**config.mk**
```make
export PLATFORM = sky130hd
export DESIGN_NAME = calendar_date_arithmetic
export DESIGN_NICKNAME = d
export VERILOG_FILES = /design/src/rtl/core/cda_pkg.sv /design/src/rtl/core/cda_alu.sv /design/src/rtl/core/cda_seq.sv /design/src/rtl/core/calendar_date_arithmetic.sv
export SDC_FILE = /design/constraint.sdc
export NUM_CORES = 1
export LEC_CHECK = 0
export BUFFER_PORTS_ARGS = -buffer_cell sky130_fd_sc_hd__buf_2
export CORE_ASPECT_RATIO = 1.1
export CORE_MARGIN = 8
export CORE_UTILIZATION = 55
export CTS_BUF_LIST = sky130_fd_sc_hd__clkbuf_2
export DETAILED_ROUTE_END_ITERATION = 8
export PLACE_DENSITY = 0.74
export SETUP_SLACK_MARGIN = 0.15
export SYNTH_ARGS = -nofsm -noshare
export SYNTH_HDL_FRONTEND = slang
export SYNTH_SLANG_ARGS = --single-unit
```
**constraint.sdc**
```tcl
create_clock -name clk_i -period 8.3 [get_ports clk_i]
set_input_delay 0.415 -clock clk_i [delete_from_list [all_inputs] [get_ports clk_i]]
set_output_delay 0.415 -clock clk_i [all_outputs]
set_load 0.02 [all_outputs]
```
**src/rtl/core/cda_pkg.sv**
```systemverilog
// Shared types, constants and calendar tables for the date arithmetic block.
package cda_pkg;

  // Largest legal year
  localparam int unsigned MAX_YEAR = 9999;

  // Field widths
  localparam int unsigned YEAR_W  = 14;
  localparam int unsigned MONTH_W = 4;
  localparam int unsigned DAY_W   = 5;
  localparam int unsigned DIFF_W  = 23;
  localparam int unsigned ERR_W   = 2;

  // Working width of day counts: serial numbers plus a signed offset
  localparam int unsigned SER_W = 25;

  // Restoring conversion: 6 steps of 400 years, 2 of 100, 5 of 4, 2 of 1
  localparam int unsigned NUM_STEPS = 15;
  localparam int unsigned STEP_W    = 4;
  localparam int unsigned QBITS_W   = 9;
  localparam int unsigned MONTHS    = 12;

  localparam int DIFF_MAX = 4194303;
  localparam int DIFF_MIN = -4194304;
  // last serial day of year MAX_YEAR
  localparam int LAST_DAY = MAX_YEAR * 365 + MAX_YEAR / 4 - MAX_YEAR / 100
                            + MAX_YEAR / 400 - 1;

  localparam logic signed [SER_W-1:0] SER_DIFF_MAX = SER_W'(DIFF_MAX);
  localparam logic signed [SER_W-1:0] SER_DIFF_MIN = SER_W'(DIFF_MIN);
  localparam logic signed [SER_W-1:0] SER_LAST     = SER_W'(LAST_DAY);

  typedef enum logic {
    OP_SHIFT = 1'b0,
    OP_DIFF  = 1'b1
  } cda_op_e;

  typedef enum logic [ERR_W-1:0] {
    ERR_NONE  = 2'd0,
    ERR_DATE  = 2'd1,
    ERR_RANGE = 2'd2
  } cda_err_e;

  typedef enum logic [3:0] {
    ST_IDLE,
    ST_CHECK,
    ST_FWD,
    ST_DOY,
    ST_DIFF,
    ST_OFFS,
    ST_RANGE,
    ST_INV,
    ST_YEAR,
    ST_MONTH,
    ST_DONE
  } cda_state_e;

  // Sequencer position, seen by the datapath
  typedef struct packed {
    cda_state_e              state;
    logic [STEP_W-1:0]       step;
    logic                    conv_b;
  } cda_seq_t;

  // Datapath status, seen by the sequencer
  typedef struct packed {
    logic pre_ok;
    logic day_ok;
    logic op_diff;
    logic range_ok;
    logic month_take;
    logic out_free;
  } cda_stat_t;

  // Years covered by one conversion step
  function automatic logic [SER_W-1:0] step_years(input logic [STEP_W-1:0] k);
    logic [SER_W-1:0] v;
    v = '0;
    case (k)
      4'd0:    v = SER_W'(400 * 32);
      4'd1:    v = SER_W'(400 * 16);
      4'd2:    v = SER_W'(400 * 8);
      4'd3:    v = SER_W'(400 * 4);
      4'd4:    v = SER_W'(400 * 2);
      4'd5:    v = SER_W'(400);
      4'd6:    v = SER_W'(100 * 2);
      4'd7:    v = SER_W'(100);
      4'd8:    v = SER_W'(4 * 16);
      4'd9:    v = SER_W'(4 * 8);
      4'd10:   v = SER_W'(4 * 4);
      4'd11:   v = SER_W'(4 * 2);
      4'd12:   v = SER_W'(4);
      4'd13:   v = SER_W'(2);
      4'd14:   v = SER_W'(1);
      default: v = '0;
    endcase
    return v;
  endfunction

  // Days covered by one conversion step
  function automatic logic [SER_W-1:0] step_days(input logic [STEP_W-1:0] k);
    logic [SER_W-1:0] v;
    v = '0;
    case (k)
      4'd0:    v = SER_W'(146097 * 32);
      4'd1:    v = SER_W'(146097 * 16);
      4'd2:    v = SER_W'(146097 * 8);
      4'd3:    v = SER_W'(146097 * 4);
      4'd4:    v = SER_W'(146097 * 2);
      4'd5:    v = SER_W'(146097);
      4'd6:    v = SER_W'(36524 * 2);
      4'd7:    v = SER_W'(36524);
      4'd8:    v = SER_W'(1461 * 16);
      4'd9:    v = SER_W'(1461 * 8);
      4'd10:   v = SER_W'(1461 * 4);
      4'd11:   v = SER_W'(1461 * 2);
      4'd12:   v = SER_W'(1461);
      4'd13:   v = SER_W'(365 * 2);
      4'd14:   v = SER_W'(365);
      default: v = '0;
    endcase
    return v;
  endfunction

  // Leap year from the quotient bits of the century, 4-year and year stages:
  // year index in cycle is 100b + 4c + e, the year is leap when e is 3 and the
  // year is not a century end, unless it also closes the 400-year cycle.
  function automatic logic is_leap(input logic [QBITS_W-1:0] q);
    logic [1:0] b;
    logic [4:0] c;
    logic [1:0] e;
    b = q[8:7];
    c = q[6:2];
    e = q[1:0];
    return (e == 2'd3) && ((c != 5'd24) || (b == 2'd3));
  endfunction

  function automatic logic [DAY_W-1:0] month_days(input logic [MONTH_W-1:0] m,
                                                  input logic leap);
    logic [DAY_W-1:0] v;
    v = '0;
    case (m)
      4'd2:                              v = leap ? 5'd29 : 5'd28;
      4'd4, 4'd6, 4'd9, 4'd11:           v = 5'd30;
      4'd1, 4'd3, 4'd5, 4'd7, 4'd8,
      4'd10, 4'd12:                      v = 5'd31;
      default:                           v = '0;
    endcase
    return v;
  endfunction

  // Days before the first of month m in a common year
  function automatic logic [8:0] days_before_month(input logic [MONTH_W-1:0] m);
    logic [8:0] v;
    v = '0;
    case (m)
      4'd1:    v = 9'd0;
      4'd2:    v = 9'd31;
      4'd3:    v = 9'd59;
      4'd4:    v = 9'd90;
      4'd5:    v = 9'd120;
      4'd6:    v = 9'd151;
      4'd7:    v = 9'd181;
      4'd8:    v = 9'd212;
      4'd9:    v = 9'd243;
      4'd10:   v = 9'd273;
      4'd11:   v = 9'd304;
      4'd12:   v = 9'd334;
      default: v = '0;
    endcase
    return v;
  endfunction

endpackage

```
**src/rtl/core/cda_alu.sv**
```systemverilog
// Shared subtract-compare and add unit used by every sequencer step.
module cda_alu
  import cda_pkg::*;
(
  input  logic signed [SER_W-1:0] sub_a_i,
  input  logic signed [SER_W-1:0] sub_b_i,
  input  logic signed [SER_W-1:0] add_a_i,
  input  logic signed [SER_W-1:0] add_b_i,
  output logic signed [SER_W-1:0] sub_y_o,
  output logic signed [SER_W-1:0] rest_y_o,
  output logic                    ge_o,
  output logic signed [SER_W-1:0] add_y_o
);

  // compare by subtraction, restoring form keeps a when a < b
  assign sub_y_o  = sub_a_i - sub_b_i;
  assign ge_o     = ~sub_y_o[SER_W-1];
  assign rest_y_o = ge_o ? sub_y_o : sub_a_i;

  // accumulate
  assign add_y_o = add_a_i + add_b_i;

endmodule

```
**src/rtl/core/cda_seq.sv**
```systemverilog
// Sequencer: walks conversion steps, month steps and the handshake states.
module cda_seq
  import cda_pkg::*;
(
  input  logic      clk_i,
  input  logic      rst_ni,
  input  logic      in_valid_i,
  input  cda_stat_t stat_i,
  output cda_seq_t  seq_o,
  output logic      in_ready_o,
  output logic      out_load_o
);

  localparam logic [STEP_W-1:0] LAST_STEP = STEP_W'(NUM_STEPS - 1);

  cda_state_e        state_q, state_d;
  logic [STEP_W-1:0] step_q, step_d;
  logic              conv_b_q, conv_b_d;

  // next state
  always_comb begin
    state_d  = state_q;
    step_d   = step_q;
    conv_b_d = conv_b_q;
    unique case (state_q)
      ST_IDLE: begin
        if (in_valid_i) begin
          state_d = ST_CHECK;
        end
      end
      ST_CHECK: begin
        step_d   = '0;
        conv_b_d = 1'b0;
        state_d  = stat_i.pre_ok ? ST_FWD : ST_DONE;
      end
      ST_FWD: begin
        if (step_q == LAST_STEP) begin
          state_d = ST_DOY;
        end else begin
          step_d = step_q + STEP_W'(1);
        end
      end
      ST_DOY: begin
        step_d = '0;
        if (!stat_i.day_ok) begin
          state_d = ST_DONE;
        end else if (conv_b_q) begin
          state_d = ST_DIFF;
        end else if (stat_i.op_diff) begin
          conv_b_d = 1'b1;
          state_d  = ST_FWD;
        end else begin
          state_d = ST_OFFS;
        end
      end
      ST_DIFF:  state_d = ST_DONE;
      ST_OFFS:  state_d = ST_RANGE;
      ST_RANGE: begin
        step_d  = '0;
        state_d = stat_i.range_ok ? ST_INV : ST_DONE;
      end
      ST_INV: begin
        if (step_q == LAST_STEP) begin
          state_d = ST_YEAR;
        end else begin
          step_d = step_q + STEP_W'(1);
        end
      end
      ST_YEAR:  state_d = ST_MONTH;
      ST_MONTH: begin
        if (!stat_i.month_take) begin
          state_d = ST_DONE;
        end
      end
      ST_DONE: begin
        if (stat_i.out_free) begin
          state_d = ST_IDLE;
        end
      end
      default:  state_d = ST_IDLE;
    endcase
  end

  // outputs
  always_comb begin
    in_ready_o   = (state_q == ST_IDLE);
    out_load_o   = (state_q == ST_DONE) && stat_i.out_free;
    seq_o.state  = state_q;
    seq_o.step   = step_q;
    seq_o.conv_b = conv_b_q;
  end

  always_ff @(posedge clk_i or negedge rst_ni) begin
    if (!rst_ni) begin
      state_q  <= ST_IDLE;
      step_q   <= '0;
      conv_b_q <= 1'b0;
    end else begin
      state_q  <= state_d;
      step_q   <= step_d;
      conv_b_q <= conv_b_d;
    end
  end

  // step counter stays inside the conversion table
  assert property (@(posedge clk_i) disable iff (!rst_ni)
                   step_q <= LAST_STEP)
    else $error("conversion step beyond table");

endmodule

```
**src/rtl/core/calendar_date_arithmetic.sv**
```systemverilog
// Top level: input latch, datapath registers, sequencer, shared unit, output register.
//
// Gregorian date arithmetic, one result item per input item. A difference runs
// a field check step, two 15-step date conversions each closed by a day-of-year
// step, a subtract step and an output load step. A shift runs the field check,
// one forward conversion, an offset add, a range check, a 15-step reverse
// conversion, a year step and a month walk of one to twelve steps.
// An item with an illegal date finishes at the field check when a field is out
// of range, after the day-of-year step of date A when the day of date A is past
// its month end and after that of date B when the day of date B is. A shift
// whose date leaves the year range finishes at the range check. All of these
// steps run on one shared subtract-compare and add unit under the sequencer,
// so the block takes one item at a time: in_ready_o is high only while the
// sequencer is idle. The finished result sits in an output register, so a new
// item is taken while it waits.
module calendar_date_arithmetic
  import cda_pkg::*;
(
  input  logic                      clk_i,
  input  logic                      rst_ni,
  input  logic                      in_valid_i,
  output logic                      in_ready_o,
  input  logic                      operation_i,
  input  logic [YEAR_W-1:0]         year_a_i,
  input  logic [MONTH_W-1:0]        month_a_i,
  input  logic [DAY_W-1:0]          day_a_i,
  input  logic [YEAR_W-1:0]         year_b_i,
  input  logic [MONTH_W-1:0]        month_b_i,
  input  logic [DAY_W-1:0]          day_b_i,
  input  logic signed [DIFF_W-1:0]  day_offset_i,
  output logic                      out_valid_o,
  input  logic                      out_ready_i,
  output logic [YEAR_W-1:0]         year_out_o,
  output logic [MONTH_W-1:0]        month_out_o,
  output logic [DAY_W-1:0]          day_out_o,
  output logic signed [DIFF_W-1:0]  day_difference_o,
  output logic [ERR_W-1:0]          error_code_o
);

  cda_seq_t  seq;
  cda_stat_t stat;
  logic      out_load;
  logic      in_fire;

  // latched item
  cda_op_e                    op_q;
  logic [YEAR_W-1:0]          ya_q, yb_q;
  logic [MONTH_W-1:0]         ma_q, mb_q;
  logic [DAY_W-1:0]           da_q, db_q;
  logic signed [DIFF_W-1:0]   off_q;

  // working registers
  logic signed [SER_W-1:0]    rem_q, rem_d;
  logic signed [SER_W-1:0]    acc_q, acc_d;
  logic signed [SER_W-1:0]    sa_q, sa_d;
  logic [QBITS_W-1:0]         qbits_q, qbits_d;
  logic [YEAR_W-1:0]          yr_q, yr_d;
  logic signed [DIFF_W-1:0]   diff_q, diff_d;
  cda_err_e                   err_q, err_d;

  // output register
  logic                       out_valid_q;
  logic [YEAR_W-1:0]          year_out_q;
  logic [MONTH_W-1:0]         month_out_q;
  logic [DAY_W-1:0]           day_out_q;
  logic signed [DIFF_W-1:0]   diff_out_q;
  cda_err_e                   err_out_q;

  // shared unit
  logic signed [SER_W-1:0]    sub_a, sub_b, add_a, add_b;
  logic signed [SER_W-1:0]    sub_y, rest_y, add_y;
  logic                       ge;

  // date under conversion
  logic [MONTH_W-1:0]         cur_m;
  logic [DAY_W-1:0]           cur_d;
  logic                       leap;
  logic signed [SER_W-1:0]    doy;
  logic                       a_pre_ok, b_pre_ok;
  logic [MONTH_W-1:0]         cur_month;

  assign in_fire = in_valid_i && in_ready_o;

  cda_seq u_seq (
    .clk_i      (clk_i),
    .rst_ni     (rst_ni),
    .in_valid_i (in_valid_i),
    .stat_i     (stat),
    .seq_o      (seq),
    .in_ready_o (in_ready_o),
    .out_load_o (out_load)
  );

  cda_alu u_alu (
    .sub_a_i  (sub_a),
    .sub_b_i  (sub_b),
    .add_a_i  (add_a),
    .add_b_i  (add_b),
    .sub_y_o  (sub_y),
    .rest_y_o (rest_y),
    .ge_o     (ge),
    .add_y_o  (add_y)
  );

  // field checks that do not need the leap rule
  assign a_pre_ok = (ya_q != '0) && (32'(ya_q) <= MAX_YEAR) && (ma_q != '0)
                    && (32'(ma_q) <= MONTHS) && (da_q != '0);
  assign b_pre_ok = (yb_q != '0) && (32'(yb_q) <= MAX_YEAR) && (mb_q != '0)
                    && (32'(mb_q) <= MONTHS) && (db_q != '0);

  assign cur_m     = seq.conv_b ? mb_q : ma_q;
  assign cur_d     = seq.conv_b ? db_q : da_q;
  assign leap      = is_leap(qbits_q);
  assign cur_month = acc_q[MONTH_W-1:0];

  // zero-based day of year of the date under conversion
  assign doy = SER_W'(days_before_month(cur_m))
               + SER_W'((32'(cur_m) > 2) && leap)
               + SER_W'(cur_d) - SER_W'(1);

  // status to the sequencer
  always_comb begin
    stat.pre_ok     = a_pre_ok && ((op_q == OP_SHIFT) || b_pre_ok);
    stat.day_ok     = (cur_d <= month_days(cur_m, leap));
    stat.op_diff    = (op_q == OP_DIFF);
    stat.range_ok   = ge && !rem_q[SER_W-1];
    stat.month_take = ge && (32'(cur_month) != MONTHS);
    stat.out_free   = !out_valid_q || out_ready_i;
  end

  // operand selection for the shared unit
  always_comb begin
    sub_a = rem_q;
    sub_b = '0;
    add_a = acc_q;
    add_b = '0;
    case (seq.state)
      ST_CHECK: begin
        sub_a = SER_W'(ya_q);
        sub_b = SER_W'(1);
      end
      ST_FWD: begin
        sub_b = step_years(seq.step);
        add_b = step_days(seq.step);
      end
      ST_INV: begin
        sub_b = step_days(seq.step);
        add_b = step_years(seq.step);
      end
      ST_DOY: begin
        sub_a = SER_W'(yb_q);
        sub_b = SER_W'(1);
        add_b = doy;
      end
      ST_DIFF: begin
        sub_a = sa_q;
        sub_b = acc_q;
      end
      ST_OFFS: begin
        add_a = sa_q;
        add_b = SER_W'(off_q);
      end
      ST_RANGE: begin
        sub_a = SER_LAST;
        sub_b = rem_q;
      end
      ST_YEAR: begin
        add_b = SER_W'(1);
      end
      ST_MONTH: begin
        sub_b = SER_W'(month_days(cur_month, leap));
        add_b = SER_W'(1);
      end
      default: begin
        sub_b = '0;
      end
    endcase
  end

  // working register updates
  always_comb begin
    rem_d   = rem_q;
    acc_d   = acc_q;
    sa_d    = sa_q;
    qbits_d = qbits_q;
    yr_d    = yr_q;
    diff_d  = diff_q;
    err_d   = err_q;
    case (seq.state)
      ST_CHECK: begin
        rem_d  = sub_y;
        acc_d  = '0;
        diff_d = '0;
        err_d  = stat.pre_ok ? ERR_NONE : ERR_DATE;
      end
      ST_FWD, ST_INV: begin
        rem_d   = rest_y;
        acc_d   = ge ? add_y : acc_q;
        qbits_d = {qbits_q[QBITS_W-2:0], ge};
      end
      ST_DOY: begin
        if (!stat.day_ok) begin
          err_d = ERR_DATE;
        end
        if (seq.conv_b) begin
          acc_d = add_y;
        end else begin
          sa_d  = add_y;
          rem_d = sub_y;
          acc_d = '0;
        end
      end
      ST_DIFF: begin
        if (sub_y > SER_DIFF_MAX) begin
          diff_d = DIFF_W'(SER_DIFF_MAX);
          err_d  = ERR_RANGE;
        end else if (sub_y < SER_DIFF_MIN) begin
          diff_d = DIFF_W'(SER_DIFF_MIN);
          err_d  = ERR_RANGE;
        end else begin
          diff_d = DIFF_W'(sub_y);
        end
      end
      ST_OFFS: begin
        rem_d = add_y;
      end
      ST_RANGE: begin
        acc_d = '0;
        if (!stat.range_ok) begin
          err_d = ERR_RANGE;
        end
      end
      ST_YEAR: begin
        yr_d  = add_y[YEAR_W-1:0];
        acc_d = SER_W'(1);
      end
      ST_MONTH: begin
        if (stat.month_take) begin
          rem_d = sub_y;
          acc_d = add_y;
        end
      end
      default: begin
        err_d = err_q;
      end
    endcase
  end

  // item latch and working registers
  always_ff @(posedge clk_i) begin
    if (in_fire) begin
      op_q  <= cda_op_e'(operation_i);
      ya_q  <= year_a_i;
      ma_q  <= month_a_i;
      da_q  <= day_a_i;
      yb_q  <= year_b_i;
      mb_q  <= month_b_i;
      db_q  <= day_b_i;
      off_q <= day_offset_i;
    end
    rem_q   <= rem_d;
    acc_q   <= acc_d;
    sa_q    <= sa_d;
    qbits_q <= qbits_d;
    yr_q    <= yr_d;
    diff_q  <= diff_d;
    err_q   <= err_d;
  end

  // output register payload: a good shift gives the new date, else date A
  always_ff @(posedge clk_i) begin
    if (out_load) begin
      if ((op_q == OP_SHIFT) && (err_q == ERR_NONE)) begin
        year_out_q  <= yr_q;
        month_out_q <= cur_month;
        day_out_q   <= DAY_W'(rem_q + SER_W'(1));
      end else begin
        year_out_q  <= ya_q;
        month_out_q <= ma_q;
        day_out_q   <= da_q;
      end
      diff_out_q <= diff_q;
      err_out_q  <= err_q;
    end
  end

  always_ff @(posedge clk_i or negedge rst_ni) begin
    if (!rst_ni) begin
      out_valid_q <= 1'b0;
    end else if (out_load) begin
      out_valid_q <= 1'b1;
    end else if (out_ready_i) begin
      out_valid_q <= 1'b0;
    end
  end

  assign out_valid_o      = out_valid_q;
  assign year_out_o       = year_out_q;
  assign month_out_o      = month_out_q;
  assign day_out_o        = day_out_q;
  assign day_difference_o = diff_out_q;
  assign error_code_o     = err_out_q;

  // one item at a time: an accepted item closes the input until it is done
  assert property (@(posedge clk_i) disable iff (!rst_ni)
                   in_fire |=> !in_ready_o)
    else $error("input taken while an item is in work");

  // the month walk never leaves January to December
  assert property (@(posedge clk_i) disable iff (!rst_ni)
                   (seq.state == ST_MONTH) |->
                   (cur_month != '0) && (32'(cur_month) <= MONTHS))
    else $error("month walk out of range");

  // a good shift result is a real calendar date
  assert property (@(posedge clk_i) disable iff (!rst_ni)
                   (out_load && (op_q == OP_SHIFT) && (err_q == ERR_NONE)) |=>
                   (month_out_o != '0) && (32'(month_out_o) <= MONTHS)
                   && (day_out_o != '0) && (year_out_o != '0))
    else $error("shift produced an impossible date");

endmodule

```
# Word level (Yosys, flattened, before mapping)
# Memories as Yosys holds them, arrays and structs flattened.
# Index checks and enable logic that the tools add are counted.
# word_totals
out_inout_bits	50
mem_count	5
ff_bits	251
elab_cells	199
rom_bits	1328
# mem_list
memory	depth	word_bits	read_ports	rd_ports_with_merged_regs	write_ports	line	source
(name not given)	16	23	1	0	0	cda_pkg.sv:104	case (k)
(name not given)	16	23	1	0	0	cda_pkg.sv:104	
(name not given)	16	14	1	0	0	cda_pkg.sv:79	case (k)
(name not given)	16	14	1	0	0	cda_pkg.sv:79	
(name not given)	16	9	1	0	0	cda_pkg.sv:156	case (m)
# classes
bitwise_logic	3
n_addsub	7
order_cmp	8
n_eq_ne	52
n_mux	48
n_reduce_logical	52
# op_table
operator	count
$pmux 25 s5	3
$mux 25	7
$pmux 25 s6	1
$pmux 25 s4	1
$eq 4x4->1 const B	14
$eq 4x3->1 const B	12
$mux 4	12
$mux 23	2
$pmux 23 s2	1
$pmux 4 s11	1
$pmux 5 s3	2
$le 14x14->1 const B	2
$reduce_bool 14->1	2
$add 25x25->25	1
$gt 25x23->1 const B	1
$lt 25x23->1 const B	1
$sub 25x25->25	1
$eq 4x2->1 const B	6
$reduce_bool 5->1	4
$logic_and 1x1->1	16
$mux 14	1
$ne 2x2->1 const B	7
$reduce_or 7->1	2
$eq 4x1->1 const B	3
34 further kinds	67

# Depth between registers and ports, before layout
# logic_depth
word_depth	11
depth_mapped	30
mapped_depth_nobuf	28

# Modules after synthesis
# A second synthesis with hierarchy kept.
# hier_totals
hier_cells	1556
hier_area_um2	16081.7
# modules_own_cells
mod	area_each_um2	cells_each	n_inst
calendar_date_arithmetic	12587.1	1095	1
cda_alu	2792.7	378	1
cda_seq	701.9	83	1

# Worst setup path before layout
# OpenSTA, ideal clock, no wires.
# synth_path
path_type	reg-to-reg
start	register u_seq.conv_b_q
end	register rem_q[23] (data pin)
setup_time_ps	261
path_buffers	3
arrival_ps	6198
period_less_slack_ps	6459
path_slack_ps	1841
stages_incl_launch_ff	29
t_required_ps	8039
path_cell_list	dfrtp_1 > clkbuf_1 > clkbuf_1 > mux2i_1 > inv_1 > ha_1 > nand2_1 > o21ai_0 > a21oi_1 > ha_1 > inv_1 > ha_1 > a21o_1 > a21o_1 > a2111o_1 > a311o_1 > nor2_1 > clkbuf_1 > a211o_1 > ha_1 > a21o_1 > a211oi_1 > nand2_1 > o31ai_1 > o41ai_1 > a31oi_1 > mux2i_1 > nand2_1 > a221o_1
# synth_between
elab_chain_len	9
word_cells_on_any_way	11
cone_classes	4 x add/sub; 1 x order compare; 4 x mux; 1 x reduce/logical; 1 x memory
# synth_rtl
item	line	source
from (decl)	cda_seq.sv:18	logic conv_b_q, conv_b_d;
from (signal assigned)	cda_seq.sv:101	conv_b_q <= conv_b_d;
$mux 4	calendar_date_arithmetic.sv:111	assign cur_m = seq.conv_b ? mb_q : ma_q;
$gt 4x2->1	calendar_date_arithmetic.sv:118	+ SER_W'((32'(cur_m) > 2) && leap)
$logic_and 1x1->1	calendar_date_arithmetic.sv:118	
$add 9x1->10	calendar_date_arithmetic.sv:118	
$add 10x5->11 *	calendar_date_arithmetic.sv:119	+ SER_W'(cur_d) - SER_W'(1);
$sub 11x1->12 *	calendar_date_arithmetic.sv:119	
$pmux 25 s5 *	calendar_date_arithmetic.sv:137	case (seq.state)
$add 25x25->25 *	cda_alu.sv:21	assign add_y_o = add_a_i + add_b_i;
via add_y[23]	calendar_date_arithmetic.sv:71	logic signed [SER_W-1:0] sub_y, rest_y, add_y;
$pmux 25 s5 *	calendar_date_arithmetic.sv:189	case (seq.state)
via rem_d[23]	calendar_date_arithmetic.sv:53	logic signed [SER_W-1:0] rem_q, rem_d;
to (signal assigned)	calendar_date_arithmetic.sv:261	rem_q <= rem_d;
to (decl)	calendar_date_arithmetic.sv:53	
# The timed path passes the listed nets; every way through them passes the cells marked *.
# A chain may end at the register's enable or synchronous reset.

# Worst setup path in the final report
# Ends and elaborated chain as after synthesis.

==> out/results.tsv <==
metric	value	unit
status	finished clean	
Max Cap Viol	0	
Mean Syn Cell Area	10.3	µm²
crit path from	u_seq.conv_b_q	
Synth Net Count	1653	
Routability Congestion	1.00	
die width	176	µm
async set-reset flop share out of synthesis	3.98	%
Buffers & Inverters on Critical Path	2	
Setup CP Type	reg -> reg	
# rows	64	
Initial Util	55.6	%
Tot GR Track Use	28.2	%
fmax	133	MHz
final hold vios	0	
CTS Buffer Depth	3	
Slowest cell on crit path	dfrtp_1	
Post-CTS Setup Inserts	0	
Final #Nets	1867	
slowest cell delay on critical path	0.79	ns
CP arrival	8.11	ns
routed len/inst	22.8	µm
worst rel slew slack	20.0	%
sequential cell area fraction in the yosys report	48.6	%
CTS tree	done	
area share of the largest cell type after synthesis	47.0	%
full die area	0.0336	mm²
Mapped Cells	1489	
clock network latency to the later pin of the worst-skew pair	0.92	ns
crit path time final	7.52	ns
DR vias/cell	6.41	
commonest non-fill, non-tap cells in the layout	241 x edfxtp_1, 183 x nand2_1, 123 x buf_2	
H-tree depth	3	
global-route wire length before repair	73.6	mm
DRT iter0 DRCs	1862	
final WL	48.1	mm
share of cells above drive strength 1	17.1	%
Vias	13548	
die height	191	µm
number of global-route vias before repair	13130	
dominant cell type by area after synthesis	edfxtp_1	
library cells used by synthesis	76	
clk sinks	251	
largest net degree at the start of global routing	49	
CP endpoint kind	register	
Tightest Hold Check Type	in -> reg	
cts bufs inserted	67	
Pre-antenna DRT Iters	8	
ranking of synthesized cells by area	edfxtp_1 47%, ha_1 7.1%, nand2_1 4.5%	
register bit total from synthesis	251	
DRC Markers	0	
CORE AREA	0.0277	mm²
Top Ports	124	
EDFF count, synth	241	
initial antenna violation count	3	
Worst path most repeated cell	ha_1	
Setup crit start kind	register	
Root Driver	clkbuf_2	
Multi-input gate area	0.00737	mm²
CTS-repair resized insts	0	
Primary FF master, synth	edfxtp_1	
IO Port Bufs	123	
Area Growth Syn to Fin	15.4	%
Reg area	0.00749	mm²
grt total ovfl	0	
hold buffer count at cts	74	
Worst-Margin Slew	1.19	ns
clk slew on worst S/H paths	0.11	ns
worst r2r src	u_seq.conv_b_q	
most common cell after layout, fill and taps aside	edfxtp_1	
warnings from Yosys	0	
Slew Limit Fails	0	
hold_sp	year_a_i[7]	
Setup Skew	0.0870	ns
CP Max Fanout	16	
Post-Route Setup TNS	0	ns
CP top delay family	compound AO/OA/AOI/OAI gates	
Antenna Nets Post-Route	0	
# setup viols final	0	
post-detail-place hpwl	34.2	mm
Worst Path Required	8.89	ns
Fillers	2283	
final period utilization	90.6	%
area of the mapped netlist	0.0154	mm²
RSZ-0062 raised after global routing	no	
layer usage:
metal	vias up	track usage (%)	wire length, µm
li1	6104	-	-
met1	6346	37.6	18300
met3	152	6.91	6340
met5	-	0	0
met4	0	10.9	1760
met2	946	44.0	21600
state kept, by name (all words and copies together) (netlist names), 5 cells and up:
signal,count
acc_q,25
da_q,5
day_difference_o,23
day_out_o,5
db_q,5
diff_q,23
off_q,23
qbits_q,9
rem_q,25
sa_q,25
ya_q,14
yb_q,14
year_out_o,14
yr_q,14
metrics by stage:
step                      hold WS [ns]  area (µm²)  worst slack [ns]  utilization [%]  std cells
after detailed placement         0.304       16400             0.934             59.2       1923
final                            0.220       17800             0.781             64.1       2112
after global routing             0.208       17800             0.323             64.1       2112
after global placement           0.305       16400              1.35             59.2       1923
after CTS                        0.179       17800             0.857             64.1       2109
after floorplan                  0.119       15400              1.84                -       1489
cell usage after synthesis, types with 5 or more instances:
master / count
mux2_2: 25
nand4_1: 7
dfrtp_1: 10
buf_1: 13
or3_1: 8
o22ai_1: 5
a21oi_1: 113
a21o_1: 30
nor2_1: 102
a31oi_1: 19
o21bai_1: 5
inv_1: 71
xor2_1: 27
nor2b_1: 20
o211ai_1: 17
o21ai_1: 15
a221oi_1: 11
a22oi_1: 21
a221o_1: 15
and2_1: 14
edfxtp_1: 241
clkbuf_1: 59
a22o_1: 12
a211oi_1: 13
mux2i_1: 32
o21ai_0: 70
nand2b_1: 17
nor3_1: 32
nand3_1: 21
a222oi_1: 21
o21a_1: 15
xnor2_1: 30
nand2_1: 183
ha_1: 87
nor4_1: 15
o221ai_1: 23
kinds of logic after synthesis:
logic type	share of synthesized area, %
flip-flops	48.6
buffers and inverters	3.84
multiplexers	4.13
XOR/XNOR	3.24
adder cells (fa/ha/maj)	7.46
AO/OA/AOI/OAI	19.4
AND/OR/NAND/NOR	13.3
cell type report:
| class | count | area share, % |
|---|---|---|
| Timing Repair Buffer | 224 | 8.77 |
| Tap cell | 363 | 2.56 |
| Inverter | 72 | 1.52 |
| Sequential cell | 251 | 42.1 |
| Antenna cell | 3 | 0.0423 |
| Multi-Input combinational cell | 1087 | 41.5 |
| Clock inverter | 21 | 0.930 |
| Clock buffer | 91 | 2.56 |
final timing paths:
| check | endpoint | slack [ns] | depth (start not counted) |
|---|---|---|---|
| min in group asynchronous | u_seq.state_q[2] | 0.56 | 3 |
| max in group asynchronous | out_valid_o | 7.29 | 3 |
| worst min register to register | day_difference_o[2] | 0.39 | 0 |
| worst min-delay path | ya_q[7] | 0.22 | 2 |
| worst max register to register | rem_q[23] | 0.78 | 28 |
| worst max-delay path | rem_q[23] | 0.78 | 28 |
Power is not shown: default switching activity piles up to over one toggle a cycle in this logic, so the estimate is an artifact.
